**src/rtl/core/bgo_pkg.sv**
```systemverilog
// Shared types and constants for the biased Gaussian opacity evaluator.
// No dependencies; imported by bgo_div, the top level and the testbench.
package bgo_pkg;

  // Input item kinds carried on s_tuser
  localparam logic ACT_WRITE = 1'b0;
  localparam logic ACT_EVAL  = 1'b1;

  // Q1.15 one and Q2.14 one
  localparam logic [16:0] Q15_ONE = 17'd32768;
  localparam logic [15:0] Q14_ONE = 16'd16384;

  // Entry 0 after reset
  localparam logic [17:0] RST_CENTER = 18'd32768;
  localparam logic [15:0] RST_HEIGHT = 16'd16384;
  localparam logic [16:0] RST_WIDTH  = 17'd6554;

  localparam logic [3:0] RST_ACTIVE = 4'd1;

  // Per-token sideband that rides along the pipeline
  typedef struct packed {
    logic [15:0] h;     // peak height
    logic [15:0] by;    // shape blend, clamped to 2.0
    logic        kill;  // token contributes zero
    logic        last;  // final token of an evaluation
    logic        zero;  // quotient forced to zero
  } side_t;

endpackage

```
**src/rtl/core/bgo_div.sv**
```systemverilog
// Pipelined restoring divider producing u15 = min(at * 2^15 / den, 1.0).
// One quotient bit per stage; depends on bgo_pkg.
module bgo_div (
  input  logic              clk,
  input  logic              rst,
  input  logic              en,
  input  logic              in_v,
  input  logic [19:0]       at,
  input  logic [18:0]       den,
  input  bgo_pkg::side_t    in_sd,
  output logic              out_v,
  output logic [15:0]       u15,
  output bgo_pkg::side_t    out_sd
);
  import bgo_pkg::*;

  localparam int NB = 15;

  logic          v   [NB+1];
  logic          sat [NB+1];
  logic [18:0]   rem [NB+1];
  logic [18:0]   dv  [NB+1];
  logic [14:0]   q   [NB+1];
  side_t         sd  [NB+1];

  // Entry stage: quotient at or above one saturates
  always_ff @(posedge clk) begin
    if (rst) begin
      v[0] <= 1'b0;
    end else if (en) begin
      v[0] <= in_v;
    end
  end

  always_ff @(posedge clk) begin
    if (en) begin
      sat[0] <= (at >= {1'b0, den});
      rem[0] <= (at >= {1'b0, den}) ? 19'd0 : at[18:0];
      dv[0]  <= den;
      q[0]   <= '0;
      sd[0]  <= in_sd;
    end
  end

  // One quotient bit per stage
  for (genvar k = 0; k < NB; k++) begin : g_bit
    logic [19:0] r2;
    logic        ge;

    assign r2 = {rem[k], 1'b0};
    assign ge = (r2 >= {1'b0, dv[k]});

    always_ff @(posedge clk) begin
      if (rst) begin
        v[k+1] <= 1'b0;
      end else if (en) begin
        v[k+1] <= v[k];
      end
    end

    always_ff @(posedge clk) begin
      if (en) begin
        rem[k+1] <= ge ? 19'(r2 - {1'b0, dv[k]}) : r2[18:0];
        q[k+1]   <= {q[k][13:0], ge};
        dv[k+1]  <= dv[k];
        sat[k+1] <= sat[k];
        sd[k+1]  <= sd[k];
      end
    end
  end

  // Select final quotient
  assign out_v  = v[NB];
  assign out_sd = sd[NB];
  assign u15    = sd[NB].zero ? 16'd0 : (sat[NB] ? Q15_ONE[15:0] : {1'b0, q[NB]});

endmodule

```
**config.mk**
```make
export PLATFORM = sky130hd
export DESIGN_NAME = bgo_div
export DESIGN_NICKNAME = d
export VERILOG_FILES = /design/src/rtl/core/bgo_pkg.sv /design/src/rtl/core/bgo_div.sv
export SDC_FILE = /design/constraint.sdc
export NUM_CORES = 1
export LEC_CHECK = 0
export ABC_AREA = 1
export BUFFER_PORTS_ARGS = -buffer_cell sky130_fd_sc_hd__buf_4
export CORE_UTILIZATION = 50
export CTS_CLUSTER_DIAMETER = 40
export CTS_CLUSTER_SIZE = 10
export DETAILED_ROUTE_END_ITERATION = 10
export PLACE_DENSITY = 0.68
export SYNTH_ARGS = -nofsm -noshare
export SYNTH_HDL_FRONTEND = slang
export SYNTH_SLANG_ARGS = --single-unit
```
**constraint.sdc**
```tcl
create_clock -name clk -period 2.56 [get_ports clk]
set_input_delay 0.256 -clock clk [delete_from_list [all_inputs] [get_ports clk]]
set_output_delay 0.256 -clock clk [all_outputs]
set_load 0.02 [all_outputs]
```
# Word-level counts from Yosys, hierarchy flattened
# Memories as Yosys holds them, arrays and structs flattened.
# Cells that the tools add are included.
# Widths: inputs -> output; s select.
dict set report totals {
  regBits 0
  ram_bits 1440
  inputBits 78
  output_inout_bits 52
  mem_count 6
}
dict set report classes {
  n_addsub 15
  order_cmp 16
  mux 40
  n_bitwise 16
}
# name depth word_bits read_ports rd_clocked_by_memory_dff wr line
set memory_table {}
lappend memory_table {sd 16 35 16 0 16 bgo_div.sv:24} ;# side_t sd [NB+1];
lappend memory_table {dv 16 19 15 0 16 bgo_div.sv:22} ;# logic [18:0] dv [NB+1];
lappend memory_table {rem 16 19 15 0 16 bgo_div.sv:21} ;# logic [18:0] rem [NB+1];
lappend memory_table {q 16 15 16 0 16 bgo_div.sv:23} ;# logic [14:0] q [NB+1];
lappend memory_table {sat 16 1 16 0 16 bgo_div.sv:20} ;# logic sat [NB+1];
lappend memory_table {v 16 1 16 0 16 bgo_div.sv:19} ;# logic v [NB+1];
# op count
set op_table {}
lappend op_table {{$ge 20x19->1} 16}
lappend op_table {{$mux 19} 16}
lappend op_table {{$sub 19x19->19} 15}
lappend op_table {{$mux 16} 2}
lappend op_table {{$mux 1} 22}
lappend op_table {{$or 1x1->1} 16}

# Depth between registers and ports, before layout
# Gate-level depths: netlist (run 1).
dict set report logic_depth {
  ltp_word 4
  mapped_depth 14
  mapped_depth_nobuf 13
}

# Least setup slack after synthesis (run 1)
# Ideal clock, no wire load.
dict set report synth_path {
  path_kind {reg-to-reg}
  startpoint {memory rem[11][0] (netlist: rem[1][57])}
  endpoint {memory rem[12][12] (netlist: rem[1][88]), data pin}
  arrival_time_ps 1791
  setup_slack_ps 517
  path_stages_with_launch 12
  path_buffers 2
  path_cell_list {edfxtp_1 -> fa_1 -> nand3_1 -> nand3_1 -> nand3_1 -> nand3_1 -> nand2_1 -> nand2_2 -> buf_6 -> buf_12 -> nand2_1 -> nand2_1}
}
# item line
set synth_rtl {}
lappend synth_rtl {{from (decl)} bgo_div.sv:21}

==> results.toml, run 1 <==
[status]
status = "complete, no violations"

[route]
drc = 0
first_pass_iters = 6
totalWireLength_um = 136900
first_iter_violations = 3098
wl_per_cell_um = 17.24
vias = 39860
via_per_inst = 5.020
ant_nets = 0

[die]
rows = 127
core_area_um2 = 120100
pin_count = 130
dieArea_um2 = 122700
initial_core_util = 0.5048
die_x_um = 350.3
die_y_um = 350.3

[worst_hold_path]
hp-class = "in2reg"

[clock_network]
clock_sinks = 1282
tritoncts = "built"
numCtsBuffers = 191
clk_pin_slew_ps = 50
ctsHtreeMaxLevel = 4
cts_root_buf = "clkbuf_16"
insertion_delay_ps = 830
clock_path_buffers = 3

[grt]
grt_pass1_wl_um = 214000
busiest_layer = "met2"
use_met2 = 0.3608
grt_max_degree = 91
grt_use_met1 = 0.3138
grt_pass1_vias = 39620
grt.met3_usage = 0.04125
grt_usage = 0.2273
gr-total-overflow = 0
antenna_found_initial = 3

[setup_path]
critPathSlowestCell = "fa_1"
cp_slowest_stage_delay_ps = 450
path_cells = "inv_2 > fa_1 > nand3_1 > nand3_2 > nand3_1 > nand3_1 > nand2_1 > nand2_2 > buf_4 > nand2_1 > nand2_1"
worst-path-buf-inv = 2
worstPathArrival_ps = 2930
worstSetupPathType = "reg2reg"
worstSetupStartpointType = "flip-flop"
worstPathRequired_ps = 3070
cp-end-kind = "flip-flop"
cp_top_family = "simple AND/OR/NAND/NOR gates"
crit_fanout = 13

[final_layout]
seq_area_um2 = 38500
drive_gt1_frac = 0.09828
final_cell_mix = "nand2_1 (1891), edfxtp_1 (1282), inv_1 (834)"
fillers = 10100
diodes = 0
area_growth_pct = 17.31
multi_input_area_um2 = 18240
layout_commonest_cell = "nand2_1"
fin_nets = 6613
fin_cells = 7941

[synthesis]
ys.flop_type = "edfxtp_1"
yosysUniqueCellTypes = 33
avgSynthCellArea_um2 = 10.52
ys_seq_elements = 1282
synthArstFlopShare = 0
ys_warn_count = 0
yosysTopAreaCell = "edfxtp_1"
ys_seq_area_frac = 0.6348
syn_nets = 6157
syn_inst = 5762
netlist_area_um2 = 60640
yosysTopAreaCellShare = 0.6348
yosys-top-cells-area = "edfxtp_1 (63%), nand2_1 (12%), ha_1 (6.3%)"
synth-edff-count = 1282

[sta]
worst_pin_slew_ps = 606.2
rsz0062_at_grt = "false"
fin_setup_tns_ps = 0
hold_violations = 0
slew_headroom = 0.5959
whs_ps = 69.33
fmax_mhz = 412.7
maxSlewViolCount = 0
min_period_ps = 2423
period_share = 0.9466
finalSetupViolations = 0
clock_skew_ps = 62.53

[placement]
place_inst = 7557
post-dp-hpwl_um = 102600
gp_congestion = 0.9450
io_buffer_count = 129

[job]
max_cap_violations = 0

[power_and_ir_drop]
power_density_nw_per_um2 = 1124
ir_drop_mv = 0.8368
power_mw = 79.94
p_leak_nw = 31.72
## worst paths after layout
path | start | endpoint | slack (ps) | depth (start not counted)
max | dv[4][0]$_DFFE_PP_ | rem[1][23]$_DFFE_PP_ | 140 | 11
min | rst | v[0][1]$_DFFE_PP_ | 70 | 2
max reg2reg | dv[4][0]$_DFFE_PP_ | rem[1][23]$_DFFE_PP_ | 140 | 11
min reg2reg | sd[0][75]$_DFFE_PP_ | sd[0][110]$_DFFE_PP_ | 380 | 0
## power by group
| group | internal [mW] | total, mW | leakage [nW] | switching, mW |
|---|---|---|---|---|
| Clock | 14.8 | 24.3 | 2.90 | 9.54 |
| Sequential | 27.8 | 30.1 | 12.6 | 2.35 |
| Combinational | 9.13 | 25.5 | 16.2 | 16.4 |
| Total | 51.6 | 79.9 | 31.7 | 28.3 |
## timing repair
item	in CTS	in global routing
cloned	0	0
endpoints found under the hold margin	107	0
gates resized for setup	0	12
endpoints found under the setup margin	1	51
hold buffers	75	0
setup buffers	3	2
## layout make-up
type / count / area share
Sequential cell: 1282 / 0.5412
Multi-Input combinational cell: 3546 / 0.2564
Clock buffer: 204 / 0.06787
Inverter: 851 / 0.04501
Timing Repair Buffer: 346 / 0.04425
Tap cell: 1612 / 0.02835
Clock inverter: 100 / 0.01696
## synth_stat cells (25+ instances only)
master       n
nand3_1    337
a21oi_1    190
edfxtp_1  1282
ha_1       303
buf_6       25
xor2_1     122
buf_4       46
o21ai_0     52
nand3b_1    56
nor3_1      74
inv_1      835
nand2_1   1891
nor2_1     388
## registers in the layout (all words and copies together), names as in the netlist
name / cells
sd: 560
v: 16
q: 120
rem: 285
sat: 16
dv: 285
## logic make-up (layout without fill, tap and decap cells)
logic type | count (synthesis) | after routing | share of synthesized area
compound gates | 261 | 261 | 0.02228
flops | 1282 | 1282 | 0.6348
xor+xnor | 140 | 140 | 0.02022
simple gates | 2828 | 2828 | 0.1906
buf+inv | 934 | 1501 | 0.06495
fa+ha+maj | 317 | 317 | 0.06714
## per-stage QoR
step	util	area [µm²]	setup WS, ps
after CTS	0.5917	71080	34.86
after global placement	0.5350	64270	49.47
final	0.5922	71140	136.7
after detailed placement	0.5350	64270	96.39
after floorplan	-	60640	516.8
after global routing	0.5922	71140	22.42
## routing by layer
metal  up-vias  part of all wire
li1      19890                 -
met1     18620              0.46
met2      1094              0.45
met3       259             0.057
met4         2             0.030
met5         -          0.000095
(Power assumes the default switching activity.)
==> inputs of run 2 (changes only) <==
--- a/config.mk
+++ b/config.mk
@@ -7,11 +7,10 @@
 export LEC_CHECK = 0
 export ABC_AREA = 1
 export BUFFER_PORTS_ARGS = -buffer_cell sky130_fd_sc_hd__buf_4
-export CORE_UTILIZATION = 50
+export CORE_UTILIZATION = 45
 export CTS_CLUSTER_DIAMETER = 40
 export CTS_CLUSTER_SIZE = 10
 export DETAILED_ROUTE_END_ITERATION = 10
-export PLACE_DENSITY = 0.68
 export SYNTH_ARGS = -nofsm -noshare
 export SYNTH_HDL_FRONTEND = slang
 export SYNTH_SLANG_ARGS = --single-unit
==> run 2 against run 1 <==
Net effect: the run now ends with design-rule violations left; worst hold slack improved by 64 ps; utilization fell by 5.6 points; combinational power barely moved; sequential power barely moved; first-iteration DRC count fell by 9.5%; critical path type unchanged.
==> results.toml, run 2 (same netlist as run 1, synthesis figures left out) <==
[final_layout]
final_cell_mix = "nand2_1 (1891), edfxtp_1 (1282), inv_1 (835)"
regMostFlops = "sd"
largest_reg_flops = 560
area_growth_pct = 18.18
drive_gt1_frac = 0.09978
fin_nets = 6619
multi_input_area_um2 = 18240
seq_area_um2 = 38500
fillers = 11640
layout_commonest_cell = "nand2_1"
fin_cells = 8122
diodes = 0
reg.largest.list = "sd: 560 flops, dv: 285 flops, rem: 285 flops"

[power_and_ir_drop]
power_frac_comb = 0.315
switching_share = 0.3506
power_density_nw_per_um2 = 1121
p_int_mw = 52.16
power_mw = 80.32
switchingPower_mw = 28.16
p_leak_nw = 31.87
ir_drop_mv = 0.6850
clkPwrFrac = 0.312
p_seq_frac = 0.373

[clock_network]
tritoncts = "built"
clock_path_buffers = 3
insertion_delay_ps = 840
ctsHtreeMaxLevel = 4
clk_pin_slew_ps = 50
numCtsBuffers = 192
clock_sinks = 1282
cts_root_buf = "clkbuf_16"

[setup_path]
worstSetupPathType = "reg2reg"
critPathSlowestCell = "edfxtp_1"
cp_top_family = "simple AND/OR/NAND/NOR gates"
path_cells = "ha_1 > nand2_1 > inv_1 > a21oi_1 > nand3_1 > nand2_1 > nand2_2 > buf_4 > nand3_1 > nand2_1"
worstPathRequired_ps = 3080
r2r_setup_slack_ps = 160
worst-path-buf-inv = 2
r2r_end = "rem[1][33]$_DFFE_PP_"
worstSetupStartpointType = "flip-flop"
cp-end-kind = "flip-flop"
cp_slowest_stage_delay_ps = 500
r2r_start = "rem[1][10]$_DFFE_PP_"
crit_fanout = 8
cp_num_cells = 10
startpoint = "rem[1][10]$_DFFE_PP_"
worstPathArrival_ps = 2930
rr_worst_depth = 10
cp_common_cell = "nand2_1"

[sta]
fmax_mhz = 415.8
maxSlewViolCount = 0
min_period_ps = 2405
worst_pin_slew_ps = 589.5
slew_headroom = 0.6029
rsz0062_at_grt = "false"
fin_setup_tns_ps = 0
hold_violations = 0
clock_skew_ps = 66.67
finalSetupViolations = 0
period_share = 0.9394

[route]
ant_nets = 0
wl_per_cell_um = 16.52
first_pass_iters = 9
vias = 39530
totalWireLength_um = 134200
drc = 5
via_per_inst = 4.867
first_iter_violations = 2805

[die]
initial_core_util = 0.4538
pin_count = 130
core_area_um2 = 133600
die_y_um = 369.1
rows = 134
die_x_um = 369.1
dieArea_um2 = 136200

[placement]
post-dp-hpwl_um = 100100
gp_congestion = 0.9137
io_buffer_count = 129
place_inst = 7713

[grt]
antenna_found_initial = 2
grt_pass1_vias = 39090
grt_usage = 0.1992
gr-total-overflow = 0
use_met2 = 0.3061
busiest_layer = "met2"
grt_use_met1 = 0.2814
grt_max_degree = 94
grt_pass1_wl_um = 210900
grt.met3_usage = 0.03780

[worst_hold_path]
whs_path_depth = 2
hp-class = "in2reg"
whs_endpoint = "sd[0][13]$_DFFE_PP_"
hold_start = "in_sd[13]"

[status]
violations = "design-rule violations"
status = "finished, violations left"

[job]
max_cap_violations = 0
-- run 2: cell types whose count changed in the layout (fill, tap and decap cells not counted), moves of 2 or more --
cell       previous run  this run
inv_16                3         1
inv_6                25        20
clkbuf_1             13        18
buf_4               242       245
inv_4                 3         5
nand2_2              23        21
inv_2                14        11
bufinv_16            10        15
clkinv_1             11        17
nand2_4               1         3
clkinv_16             9        13
clkinv_2             14        21
-- run 2: worst reg2reg max path, stage by stage, from the launching register on --
cell and delay [ps]:
edfxtp_1 500, ha_1 420, nand2_1 170, inv_1 60
a21oi_1 230, nand3_1 160, nand2_1 110, nand2_2 90
buf_4 190, nand3_1 100, nand2_1 100
-- run 2: metrics by stage --
| stage | setup WS (ps) | util | hold slack [ps] | cell area (µm²) |
|---|---|---|---|---|
| floorplan | 516.8 | - | 354.9 | 60640 |
| global placement | 57.79 | 0.4826 | 400.4 | 64490 |
| detailed placement | 12.43 | 0.4826 | 404.5 | 64490 |
| CTS | 21.58 | 0.5355 | 57.39 | 71560 |
| global route | 4.480 | 0.5363 | 86.78 | 71670 |
| finish | 155.3 | 0.5363 | 132.9 | 71670 |
-- run 2: cell type report --
cell class                      count  share of cell area
Clock buffer                      210             0.06798
Clock inverter                    114             0.02001
Inverter                          851             0.04475
Multi-Input combinational cell   3546              0.2545
Sequential cell                  1282              0.5372
Tap cell                         1768             0.03087
Timing Repair Buffer              351             0.04476
-- run 2: power by group through the flow --
stage	Sequential [mW]	Clock [mW]	Combinational (mW)
after floorplan	29.0	0	18.5
final	29.9	25.1	25.3
after global routing	30.2	26.6	28.9
after detailed placement	30.3	0	24.9
after global placement	30.3	0	24.8
after CTS	29.9	25.7	25.1
-- run 2: worst max-delay path by stage --
stage                                     endpoint  slack [ps]
after floorplan               rem[1][88]$_DFFE_PP_         520
after global placement       rem[0][135]$_DFFE_PP_          60
after detailed placement  rem[0][95]$_SDFFCE_PN0P_          10
after CTS                     rem[0][99]$_DFFE_PP_          20
after global routing          rem[1][67]$_DFFE_PP_           4
final                         rem[1][33]$_DFFE_PP_         160
-- run 2: metal layers --
layer,part of all wire,wire length [µm],vias up
met4,0.029,3932,2
met2,0.44,59150,960
li1,-,-,19910
met5,0.00015,20,-
met3,0.055,7313,244
met1,0.48,63760,18420
-- run 2: timing repair --
action / 4_1_cts / 5_1_grt
pin swaps: 0 / 1
hold buffers: 76 / 0
setup buffers: 0 / 9
setup endpoints to repair: 7 / 101
hold endpoints to repair: 116 / 0
resized for setup: 1 / 15
